## src/rtl/assert_macros.svh

```systemverilog
// assertion helpers used by sck_sorter
// each macro checks on the rising edge of aclk and is off while aresetn is low
`ifndef ASSERT_MACROS_SVH
`define ASSERT_MACROS_SVH

// plain concurrent check with a message
`define SCK_ASSERT(lbl, prop, msg) \
    lbl: assert property (@(posedge aclk) disable iff (!aresetn) (prop)) else $error(msg);

// implication check: antecedent then consequent in the same cycle
`define SCK_ASSERT_IMP(lbl, ante, cons, msg) \
    lbl: assert property (@(posedge aclk) disable iff (!aresetn) (ante) |-> (cons)) \
        else $error(msg);

// implication check: antecedent then consequent in the next cycle
`define SCK_ASSERT_NXT(lbl, ante, cons, msg) \
    lbl: assert property (@(posedge aclk) disable iff (!aresetn) (ante) |=> (cons)) \
        else $error(msg);

`endif

```

## src/rtl/sck_pkg.sv

```systemverilog
// ----------------------------------------------------------------------------
// sck_pkg
// Shared sizes, constants and control structs of the sorted cost set keeper.
// ----------------------------------------------------------------------------
`timescale 1ns / 1ps
`default_nettype none

package sck_pkg;

    // number of set entries held in the store
    localparam int ENTRIES = 16;

    localparam int IDX_W   = (ENTRIES > 1) ? $clog2(ENTRIES) : 1;
    localparam int COST_W  = 32;
    localparam int TAG_W   = 16;
    localparam int POS_W   = 4;
    localparam int ACT_W   = 5;
    localparam int RIDX_W  = 4;
    localparam int ENTRY_W = COST_W + TAG_W;

    // cost held by an entry that was never written
    localparam logic [COST_W-1:0] LARGEST_KEY = 32'h7FFF_FFFF;

    // register value after reset
    localparam logic [ACT_W-1:0] ACTIVE_RESET = 5'd16;

    // operation codes
    localparam logic OP_INSERT = 1'b0;
    localparam logic OP_READ   = 1'b1;

    // request from the channel side to the sorter
    typedef struct packed {
        logic               op;
        logic [COST_W-1:0]  cost;
        logic [TAG_W-1:0]   tag;
        logic [RIDX_W-1:0]  read_index;
        logic [IDX_W-1:0]   last;
    } sck_req_t;

    // finished result from the sorter
    typedef struct packed {
        logic [POS_W-1:0]   position;
        logic [COST_W-1:0]  cost;
        logic [TAG_W-1:0]   tag;
    } sck_res_t;

endpackage

`default_nettype wire

```

## src/rtl/sorted_cost_set_keeper.sv

```systemverilog
// Insert: the walk shifts k entries up one slot each, k = 0..ENTRIES-1, then drops the new
// entry in place. Read: a registered RAM read, then the result. Both results pass through
// the output register. One item at a time; the walk moves one RAM slot per cycle, bounded
// by the single write port. The next item is taken while a result waits in the output register.
// Reset (aresetn low, synchronous): active_entries = 16, every entry reads as cost
// 0x7FFFFFFF and tag 0 through per-entry valid bits; no clearing pass.
// ----------------------------------------------------------------------------
// sorted_cost_set_keeper
// Keeps cost/tag entries in ascending cost order with a stable insertion walk.
// ----------------------------------------------------------------------------
`timescale 1ns / 1ps
`default_nettype none

module sorted_cost_set_keeper (
    input  wire logic                         aclk,
    input  wire logic                         aresetn,
    // configuration
    input  wire logic                         cfg_valid,
    output logic                              cfg_ready,
    input  wire logic [sck_pkg::ACT_W-1:0]    cfg_data,
    // input items
    input  wire logic                         s_valid,
    output logic                              s_ready,
    input  wire logic                         s_op,
    input  wire logic [sck_pkg::COST_W-1:0]   s_new_cost,
    input  wire logic [sck_pkg::TAG_W-1:0]    s_new_tag,
    input  wire logic [sck_pkg::RIDX_W-1:0]   s_read_index,
    // results
    output logic                              m_valid,
    input  wire logic                         m_ready,
    output logic      [sck_pkg::POS_W-1:0]    m_position,
    output logic      [sck_pkg::COST_W-1:0]   m_entry_cost,
    output logic      [sck_pkg::TAG_W-1:0]    m_entry_tag
);
    import sck_pkg::*;

    logic [ACT_W-1:0]  active_reg;
    logic [IDX_W-1:0]  last_slot;
    sck_req_t          req;
    sck_res_t          res;
    logic              res_valid;
    logic              res_ready;
    logic              m_valid_reg;
    sck_res_t          m_res_reg;

    // configuration register
    assign cfg_ready = 1'b1;

    always_ff @(posedge aclk) begin
        if (!aresetn) begin
            active_reg <= ACTIVE_RESET;
        end else if (cfg_valid && cfg_ready) begin
            active_reg <= cfg_data;
        end
    end

    // last active slot, active count clamped to 1..ENTRIES
    always_comb begin
        if (active_reg == '0) begin
            last_slot = '0;
        end else if (32'(active_reg) > ENTRIES) begin
            last_slot = IDX_W'(ENTRIES - 1);
        end else begin
            last_slot = IDX_W'(active_reg - 1'b1);
        end
    end

    assign req.op         = s_op;
    assign req.cost       = s_new_cost;
    assign req.tag        = s_new_tag;
    assign req.read_index = s_read_index;
    assign req.last       = last_slot;

    sck_sorter u_sorter (
        .aclk      (aclk),
        .aresetn   (aresetn),
        .req_valid (s_valid),
        .req_ready (s_ready),
        .req       (req),
        .res_valid (res_valid),
        .res_ready (res_ready),
        .res       (res)
    );

    // output register
    assign res_ready = !m_valid_reg || m_ready;

    always_ff @(posedge aclk) begin
        if (!aresetn) begin
            m_valid_reg <= 1'b0;
        end else if (res_ready) begin
            m_valid_reg <= res_valid;
        end
    end

    always_ff @(posedge aclk) begin
        if (res_ready && res_valid) begin
            m_res_reg <= res;
        end
    end

    assign m_valid      = m_valid_reg;
    assign m_position   = m_res_reg.position;
    assign m_entry_cost = m_res_reg.cost;
    assign m_entry_tag  = m_res_reg.tag;

endmodule

`default_nettype wire

```

## src/rtl/sck_ram.sv

```systemverilog
// ----------------------------------------------------------------------------
// sck_ram
// Generic simple dual-port RAM: one write port, one read port, registered read.
// ----------------------------------------------------------------------------
`timescale 1ns / 1ps
`default_nettype none

module sck_ram #(
    parameter int WIDTH = 8,
    parameter int DEPTH = 16,
    parameter int AW    = (DEPTH > 1) ? $clog2(DEPTH) : 1
) (
    input  wire logic             aclk,
    input  wire logic             wr_en,
    input  wire logic [AW-1:0]    wr_addr,
    input  wire logic [WIDTH-1:0] wr_data,
    input  wire logic [AW-1:0]    rd_addr,
    output logic      [WIDTH-1:0] rd_data
);

    logic [WIDTH-1:0] mem [DEPTH];

    // write port
    always_ff @(posedge aclk) begin
        if (wr_en) begin
            mem[wr_addr] <= wr_data;
        end
    end

    // registered read port
    always_ff @(posedge aclk) begin
        rd_data <= mem[rd_addr];
    end

endmodule

`default_nettype wire

```

## src/rtl/sck_sorter.sv

```systemverilog
// ----------------------------------------------------------------------------
// sck_sorter
// Insertion walk over the entry RAM: shifts larger entries up one slot per
// cycle and drops the new entry in place; also serves indexed reads.
// ----------------------------------------------------------------------------
`timescale 1ns / 1ps
`default_nettype none
`include "assert_macros.svh"

module sck_sorter (
    input  wire logic             aclk,
    input  wire logic             aresetn,
    input  wire logic             req_valid,
    output logic                  req_ready,
    input  wire sck_pkg::sck_req_t req,
    output logic                  res_valid,
    input  wire logic             res_ready,
    output sck_pkg::sck_res_t     res
);
    import sck_pkg::*;

    localparam logic [1:0] ST_IDLE  = 2'd0;
    localparam logic [1:0] ST_WALK  = 2'd1;
    localparam logic [1:0] ST_FETCH = 2'd2;
    localparam logic [1:0] ST_OUT   = 2'd3;

    logic [1:0]         state_reg, state_next;
    logic [IDX_W-1:0]   j_reg, j_next;
    logic [COST_W-1:0]  new_cost_reg;
    logic [TAG_W-1:0]   new_tag_reg;
    logic [RIDX_W-1:0]  ridx_reg;
    logic               in_range_reg;
    logic [ENTRIES-1:0] valid_reg;
    logic               rd_valid_reg;
    sck_res_t           res_reg, res_next;

    logic               wr_en;
    logic [IDX_W-1:0]   wr_addr;
    logic [ENTRY_W-1:0] wr_data;
    logic [IDX_W-1:0]   rd_addr;
    logic [ENTRY_W-1:0] rd_data;
    logic [COST_W-1:0]  pred_cost;
    logic [TAG_W-1:0]   pred_tag;
    logic               accept;
    logic               req_in_range;

    // entry store
    sck_ram #(
        .WIDTH (ENTRY_W),
        .DEPTH (ENTRIES)
    ) u_ram (
        .aclk    (aclk),
        .wr_en   (wr_en),
        .wr_addr (wr_addr),
        .wr_data (wr_data),
        .rd_addr (rd_addr),
        .rd_data (rd_data)
    );

    assign req_ready    = (state_reg == ST_IDLE);
    assign accept       = req_valid && req_ready;
    assign req_in_range = (32'(req.read_index) < ENTRIES);
    assign res_valid    = (state_reg == ST_OUT);
    assign res          = res_reg;

    // never-written entries read as the reset value
    assign pred_cost = rd_valid_reg ? rd_data[ENTRY_W-1 -: COST_W] : LARGEST_KEY;
    assign pred_tag  = rd_valid_reg ? rd_data[TAG_W-1:0] : '0;

    // sequencer
    always_comb begin
        state_next = state_reg;
        j_next     = j_reg;
        wr_en      = 1'b0;
        wr_addr    = j_reg;
        wr_data    = {new_cost_reg, new_tag_reg};
        res_next   = res_reg;
        case (state_reg)
            ST_IDLE: begin
                if (req_valid) begin
                    if (req.op == OP_INSERT) begin
                        j_next     = req.last;
                        state_next = ST_WALK;
                    end else begin
                        state_next = ST_FETCH;
                    end
                end
            end
            ST_WALK: begin
                wr_en = 1'b1;
                if ((j_reg == '0) || !($signed(new_cost_reg) < $signed(pred_cost))) begin
                    // new entry lands here
                    res_next.position = POS_W'(j_reg);
                    res_next.cost     = new_cost_reg;
                    res_next.tag      = new_tag_reg;
                    state_next        = ST_OUT;
                end else begin
                    // predecessor moves up one slot
                    wr_data = {pred_cost, pred_tag};
                    j_next  = j_reg - 1'b1;
                end
            end
            ST_FETCH: begin
                res_next.position = POS_W'(ridx_reg);
                res_next.cost     = in_range_reg ? pred_cost : '0;
                res_next.tag      = in_range_reg ? pred_tag : '0;
                state_next        = ST_OUT;
            end
            ST_OUT: begin
                if (res_ready) begin
                    state_next = ST_IDLE;
                end
            end
            default: begin
                state_next = ST_IDLE;
            end
        endcase
    end

    // read address: indexed read, or the slot below the walking position
    always_comb begin
        if ((state_reg == ST_IDLE) && (req.op == OP_READ)) begin
            rd_addr = IDX_W'(req.read_index);
        end else begin
            rd_addr = j_next - 1'b1;
        end
    end

    // control state
    always_ff @(posedge aclk) begin
        if (!aresetn) begin
            state_reg <= ST_IDLE;
            valid_reg <= '0;
        end else begin
            state_reg <= state_next;
            if (wr_en) begin
                valid_reg[wr_addr] <= 1'b1;
            end
        end
    end

    // walk position, captured request and result
    always_ff @(posedge aclk) begin
        j_reg        <= j_next;
        res_reg      <= res_next;
        rd_valid_reg <= valid_reg[rd_addr];
        if (accept) begin
            new_cost_reg <= req.cost;
            new_tag_reg  <= req.tag;
            ridx_reg     <= req.read_index;
            in_range_reg <= req_in_range;
        end
    end

    // checks
    `SCK_ASSERT_IMP(a_no_write_idle, state_reg == ST_IDLE, !wr_en,
        "entry write outside the insert walk")
    `SCK_ASSERT_IMP(a_no_rw_clash, wr_en && (state_next == ST_WALK), wr_addr != rd_addr,
        "shift write hits the slot being read")
    `SCK_ASSERT_NXT(a_walk_step, (state_reg == ST_WALK) && (state_next == ST_WALK),
        j_reg == IDX_W'($past(j_reg) - 1'b1), "walk position did not step down")
    `SCK_ASSERT_NXT(a_accept_busy, accept, state_reg != ST_IDLE,
        "accepted request left the sequencer idle")

endmodule

`default_nettype wire
```

## config.mk

```make
export PLATFORM = sky130hd
export DESIGN_NAME = sorted_cost_set_keeper
export DESIGN_NICKNAME = d
export VERILOG_FILES = /design/src/rtl/sck_pkg.sv /design/src/rtl/sorted_cost_set_keeper.sv /design/src/rtl/sck_ram.sv /design/src/rtl/sck_sorter.sv
export VERILOG_INCLUDE_DIRS = /design/src /design/src/rtl
export SDC_FILE = /design/constraint.sdc
export NUM_CORES = 1
export LEC_CHECK = 0
export ABC_AREA = 0
export BUFFER_PORTS_ARGS = -buffer_cell sky130_fd_sc_hd__buf_2
export CAP_MARGIN = 5
export CORE_UTILIZATION = 35
export CTS_BUF_LIST = sky130_fd_sc_hd__clkbuf_4 sky130_fd_sc_hd__clkbuf_8
export DETAILED_ROUTE_END_ITERATION = 10
export PLACE_DENSITY = 0.54
export REMOVE_ABC_BUFFERS = 1
export SYNTH_ARGS = -nofsm -noshare
export SYNTH_HDL_FRONTEND = slang
export SYNTH_SLANG_ARGS = --single-unit
```

## constraint.sdc

```tcl
create_clock -name aclk -period 12.3 [get_ports aclk]
set_input_delay 0.615 -clock aclk [delete_from_list [all_inputs] [get_ports aclk]]
set_output_delay 0.615 -clock aclk [all_outputs]
set_load 0.005 [all_outputs]
```

==> results.cfg <==
[yosys]
synth-async-reset-ratio = 0
synth_commonest_cells = edfxtp_1 (924), mux4_2 (196), mux2i_1 (155)
synth_area_leaders = edfxtp_1 (72%), mux4_2 (11%), mux2i_1 (4.0%)
synth_edf_count = 924
ys_seq_elements = 1001
avgSynthCellArea_um2 = 20.28
ys_types = 56
ys.flop_type = edfxtp_1
yosysTopAreaCell = edfxtp_1
yosysWarnings = 0
synth_area_mm2 = 0.03859
synth_top_area_share = 0.7191
synthMostInstantiatedCell = edfxtp_1
syn_inst = 1903
seq_area_frac_synth = 0.7590

[timing]
grt_setup_unrepaired = no
period_share = 0.6063
setup_tns_ns = 0
finalSetupViolations = 0
finalMaxSlewViolations = 0
slew_headroom = 0.1934
max_freq_mhz = 134.1
finalHoldViolations = 0
fin_crit_ns = 7.457
tightestPinTransition_ns = 1.210
skew_ns = 0.05974

[clock_network]
clock_latency_ns = 0.82
cts_buffer_depth = 3
clkSinkCount = 1001
cts.htree.levels = 4
clk_pin_slew_ns = 0.06
ctsResizeCount = 0
root_buffer = clkbuf_8
cts_tree = yes
cts_made_buffers = 165

[placed_design]
post_dp_cell_area_mm2 = 0.04081
gp_congestion = 0.7527
place_inst = 3381
dpl.hpwl_mm = 46.53
portBuffers = 116

[setup_path]
crit_path_max_incr_delay_ns = 0.90
path_max_fanout = 168
path_class = reg2reg
r2r-end = u_sorter.rd_valid_reg$_DFF_P_
crit_family = simple AND/OR/NAND/NOR gates
cp-end-kind = flop
cp.arrival_ns = 8.12
crit_path_end = u_sorter.rd_valid_reg$_DFF_P_
crit_chain = buf_4, nand2_1, ha_1, nand4_1, nor4_2, nand4_1, a41oi_2, nor3_2, mux2_4, and2_1, ha_1, a21oi_4, buf_12, mux4_2, mux2i_1, mux2i_1
r2r-start = u_sorter.rd_valid_reg$_DFF_P_
worst-path-buf-inv = 2
setup.worst_path.start = u_sorter.rd_valid_reg$_DFF_P_
cp.depth = 16
reg2reg_slack_ns = 4.84
cp-start-kind = flop
reg2reg_depth = 16
slowest_stage = a21oi_4
crit_required_ns = 12.97

[global_route]
grt_pass1_wl_mm = 135.5
antenna_found_initial = 0
grt_overflow = 0
grt_usage = 0.1675
grt_max_degree = 169
grt_pass1_vias = 20419

[floorplan]
start_util = 0.3540
pin_count = 118
die_y_um = 334.0
rows = 121
dieArea_mm2 = 0.1116
die_w_um = 334.0
core_mm2 = 0.1090

[routing]
postRouteAntennaNets = 0
routedWlPerCell_um = 24.66
via_per_inst = 5.095
wl_mm = 92.32
m1WireLength_mm = 41.19
vias = 19074
dr_wl_met3_mm = 4.357
drc = 0
met2_length_mm = 44.93
top_layer = met4
dr.first_iter.drc_count = 1547
dr.pass1.iters = 7

[power_and_ir_drop]
cellPowerDensity_mw_per_mm2 = 268.3
p_total_mw = 12.02
switchingPower_mw = 3.901
pwr-share-seq = 0.383
p_clk_frac = 0.251
ir_worst_vdd_uv = 552.8
p_int_mw = 8.122
power.leakage_nw = 15.12
combPwrFrac = 0.367
power_switching_share = 0.3245

[layout]
area_growth_pct = 16.11
fin_area_mm2 = 0.04480
nets = 2293
largest_reg_flops = 768
drive_above_1_share = 0.2847
n_fill_cell = 9721
layoutNonFillerInstCount = 3744

[status]
status = finished, final reports clean

[job]
drv_cap = 0

[hold_path]
hp-class = in2reg
## cell type report
| type | instances | area [um2] | share of cell area |
|---|---|---|---|
| multi-input combinational | 780 | 8722 | 0.1947 |
| inverter | 31 | 116.4 | 0.002597 |
| clock buffer | 237 | 2868 | 0.06401 |
| antenna | 1 | 2.502 | 0.00005586 |
| tap | 1414 | 1769 | 0.03949 |
| sequential | 1001 | 29290 | 0.6538 |
| timing repair buffer | 210 | 1461 | 0.03262 |
| clock inverter | 70 | 573.1 | 0.01279 |
## routing by layer
metal / up-vias / global-route usage
met5: - / 0
met4: 0 / 0.05104
met3: 143 / 0.03056
met2: 515 / 0.2753
li1: 8308 / -
met1: 10108 / 0.2262
## worst reg2reg max path, cell delays in order, from the launching register on
cell and delay, ns:
dfxtp_2 0.47, buf_4 0.72, nand2_1 0.18, ha_1 0.51, nand4_1 0.29, nor4_2 0.64
nand4_1 0.39, a41oi_2 0.43, nor3_2 0.13, mux2_4 0.35, and2_1 0.16, ha_1 0.32
a21oi_4 0.90, buf_12 0.79, mux4_2 0.75, mux2i_1 0.19, mux2i_1 0.10
## through the flow
step,worst slack [ns],hold WS [ns],util
3_3_place_gp,4.804,0.4040,0.3744
6_report,4.843,0.09804,0.4110
3_5_place_dp,4.693,0.4045,0.3744
5_1_grt,4.478,0.06727,0.4110
4_1_cts,4.682,0.008802,0.4110
2_1_floorplan,-2.824,0.4003,-
## power groups by stage
| stage | combinational, mW | sequential (mW) | clock, mW |
|---|---|---|---|
| final | 4.41 | 4.60 | 3.01 |
| after global routing | 4.80 | 4.63 | 3.23 |
| after CTS | 4.51 | 4.61 | 3.09 |
| after detailed placement | 4.49 | 4.67 | 0 |
| after global placement | 4.43 | 4.67 | 0 |
| after floorplan | 3.73 | 4.67 | 0 |
## cells in the final DEF (no fill, tap or decap), types with 3 or more instances in the layout
cell and instances:
nand2_1 21, clkbuf_8 174, o21a_1 19, inv_8 3
nand2b_1 3, nand3_1 39, dlygate4sd3_1 55, nor2b_1 41
and2_2 14, nor2_1 71, edfxtp_1 924, buf_2 116
bufinv_16 8, dfxtp_1 76, inv_1 30, mux4_2 196
ha_1 40, o21ai_0 39, nor2_4 4, nand4_1 6
inv_6 4, a21oi_1 76, clkinvlp_4 3, mux2i_1 153
buf_12 3, o21ai_1 10, clkbuf_4 63, buf_4 36
nor4_1 4, clkinv_1 33, clkinv_2 17, nor3_1 3
## what timing repair did
action                                 4_1_cts  5_1_grt
setup endpoints to repair                    0        0
setup buffers                                0        0
hold buffers                                55        0
endpoints found under the hold margin       55        0
## worst min-delay path by stage
| stage | from | end | slack (ns) | cells past startpoint |
|---|---|---|---|---|
| after detailed placement | u_sorter.res[16]$_DFFE_PP_ | m_entry_cost[0]$_DFFE_PP_ | 0.40 | 0 |
| after global placement | u_sorter.res[50]$_DFFE_PP_ | m_position[2]$_DFFE_PP_ | 0.40 | 0 |
| after global routing | cfg_data[2] | active_reg[2]$_SDFFE_PN0P_ | 0.07 | 3 |
| after floorplan | u_sorter.res[16]$_DFFE_PP_ | m_entry_cost[0]$_DFFE_PP_ | 0.40 | 0 |
| final | cfg_data[2] | active_reg[2]$_SDFFE_PN0P_ | 0.1 | 3 |
| after CTS | cfg_data[2] | active_reg[2]$_SDFFE_PN0P_ | 0.009 | 3 |
## cell families after synthesis
| kind of cell | after synthesis | share of synthesized area |
|---|---|---|
| flops | 1001 | 0.7590 |
| mux | 354 | 0.1556 |
| simple gates | 219 | 0.02866 |
| compound gates | 161 | 0.02474 |
| buf+inv | 122 | 0.01764 |
| fa+ha+maj | 43 | 0.01381 |
| xor+xnor | 2 | 0.0004540 |
| other cells | 1 | 0.00009718 |
No activity file was read; power rests on OpenSTA's default activity.
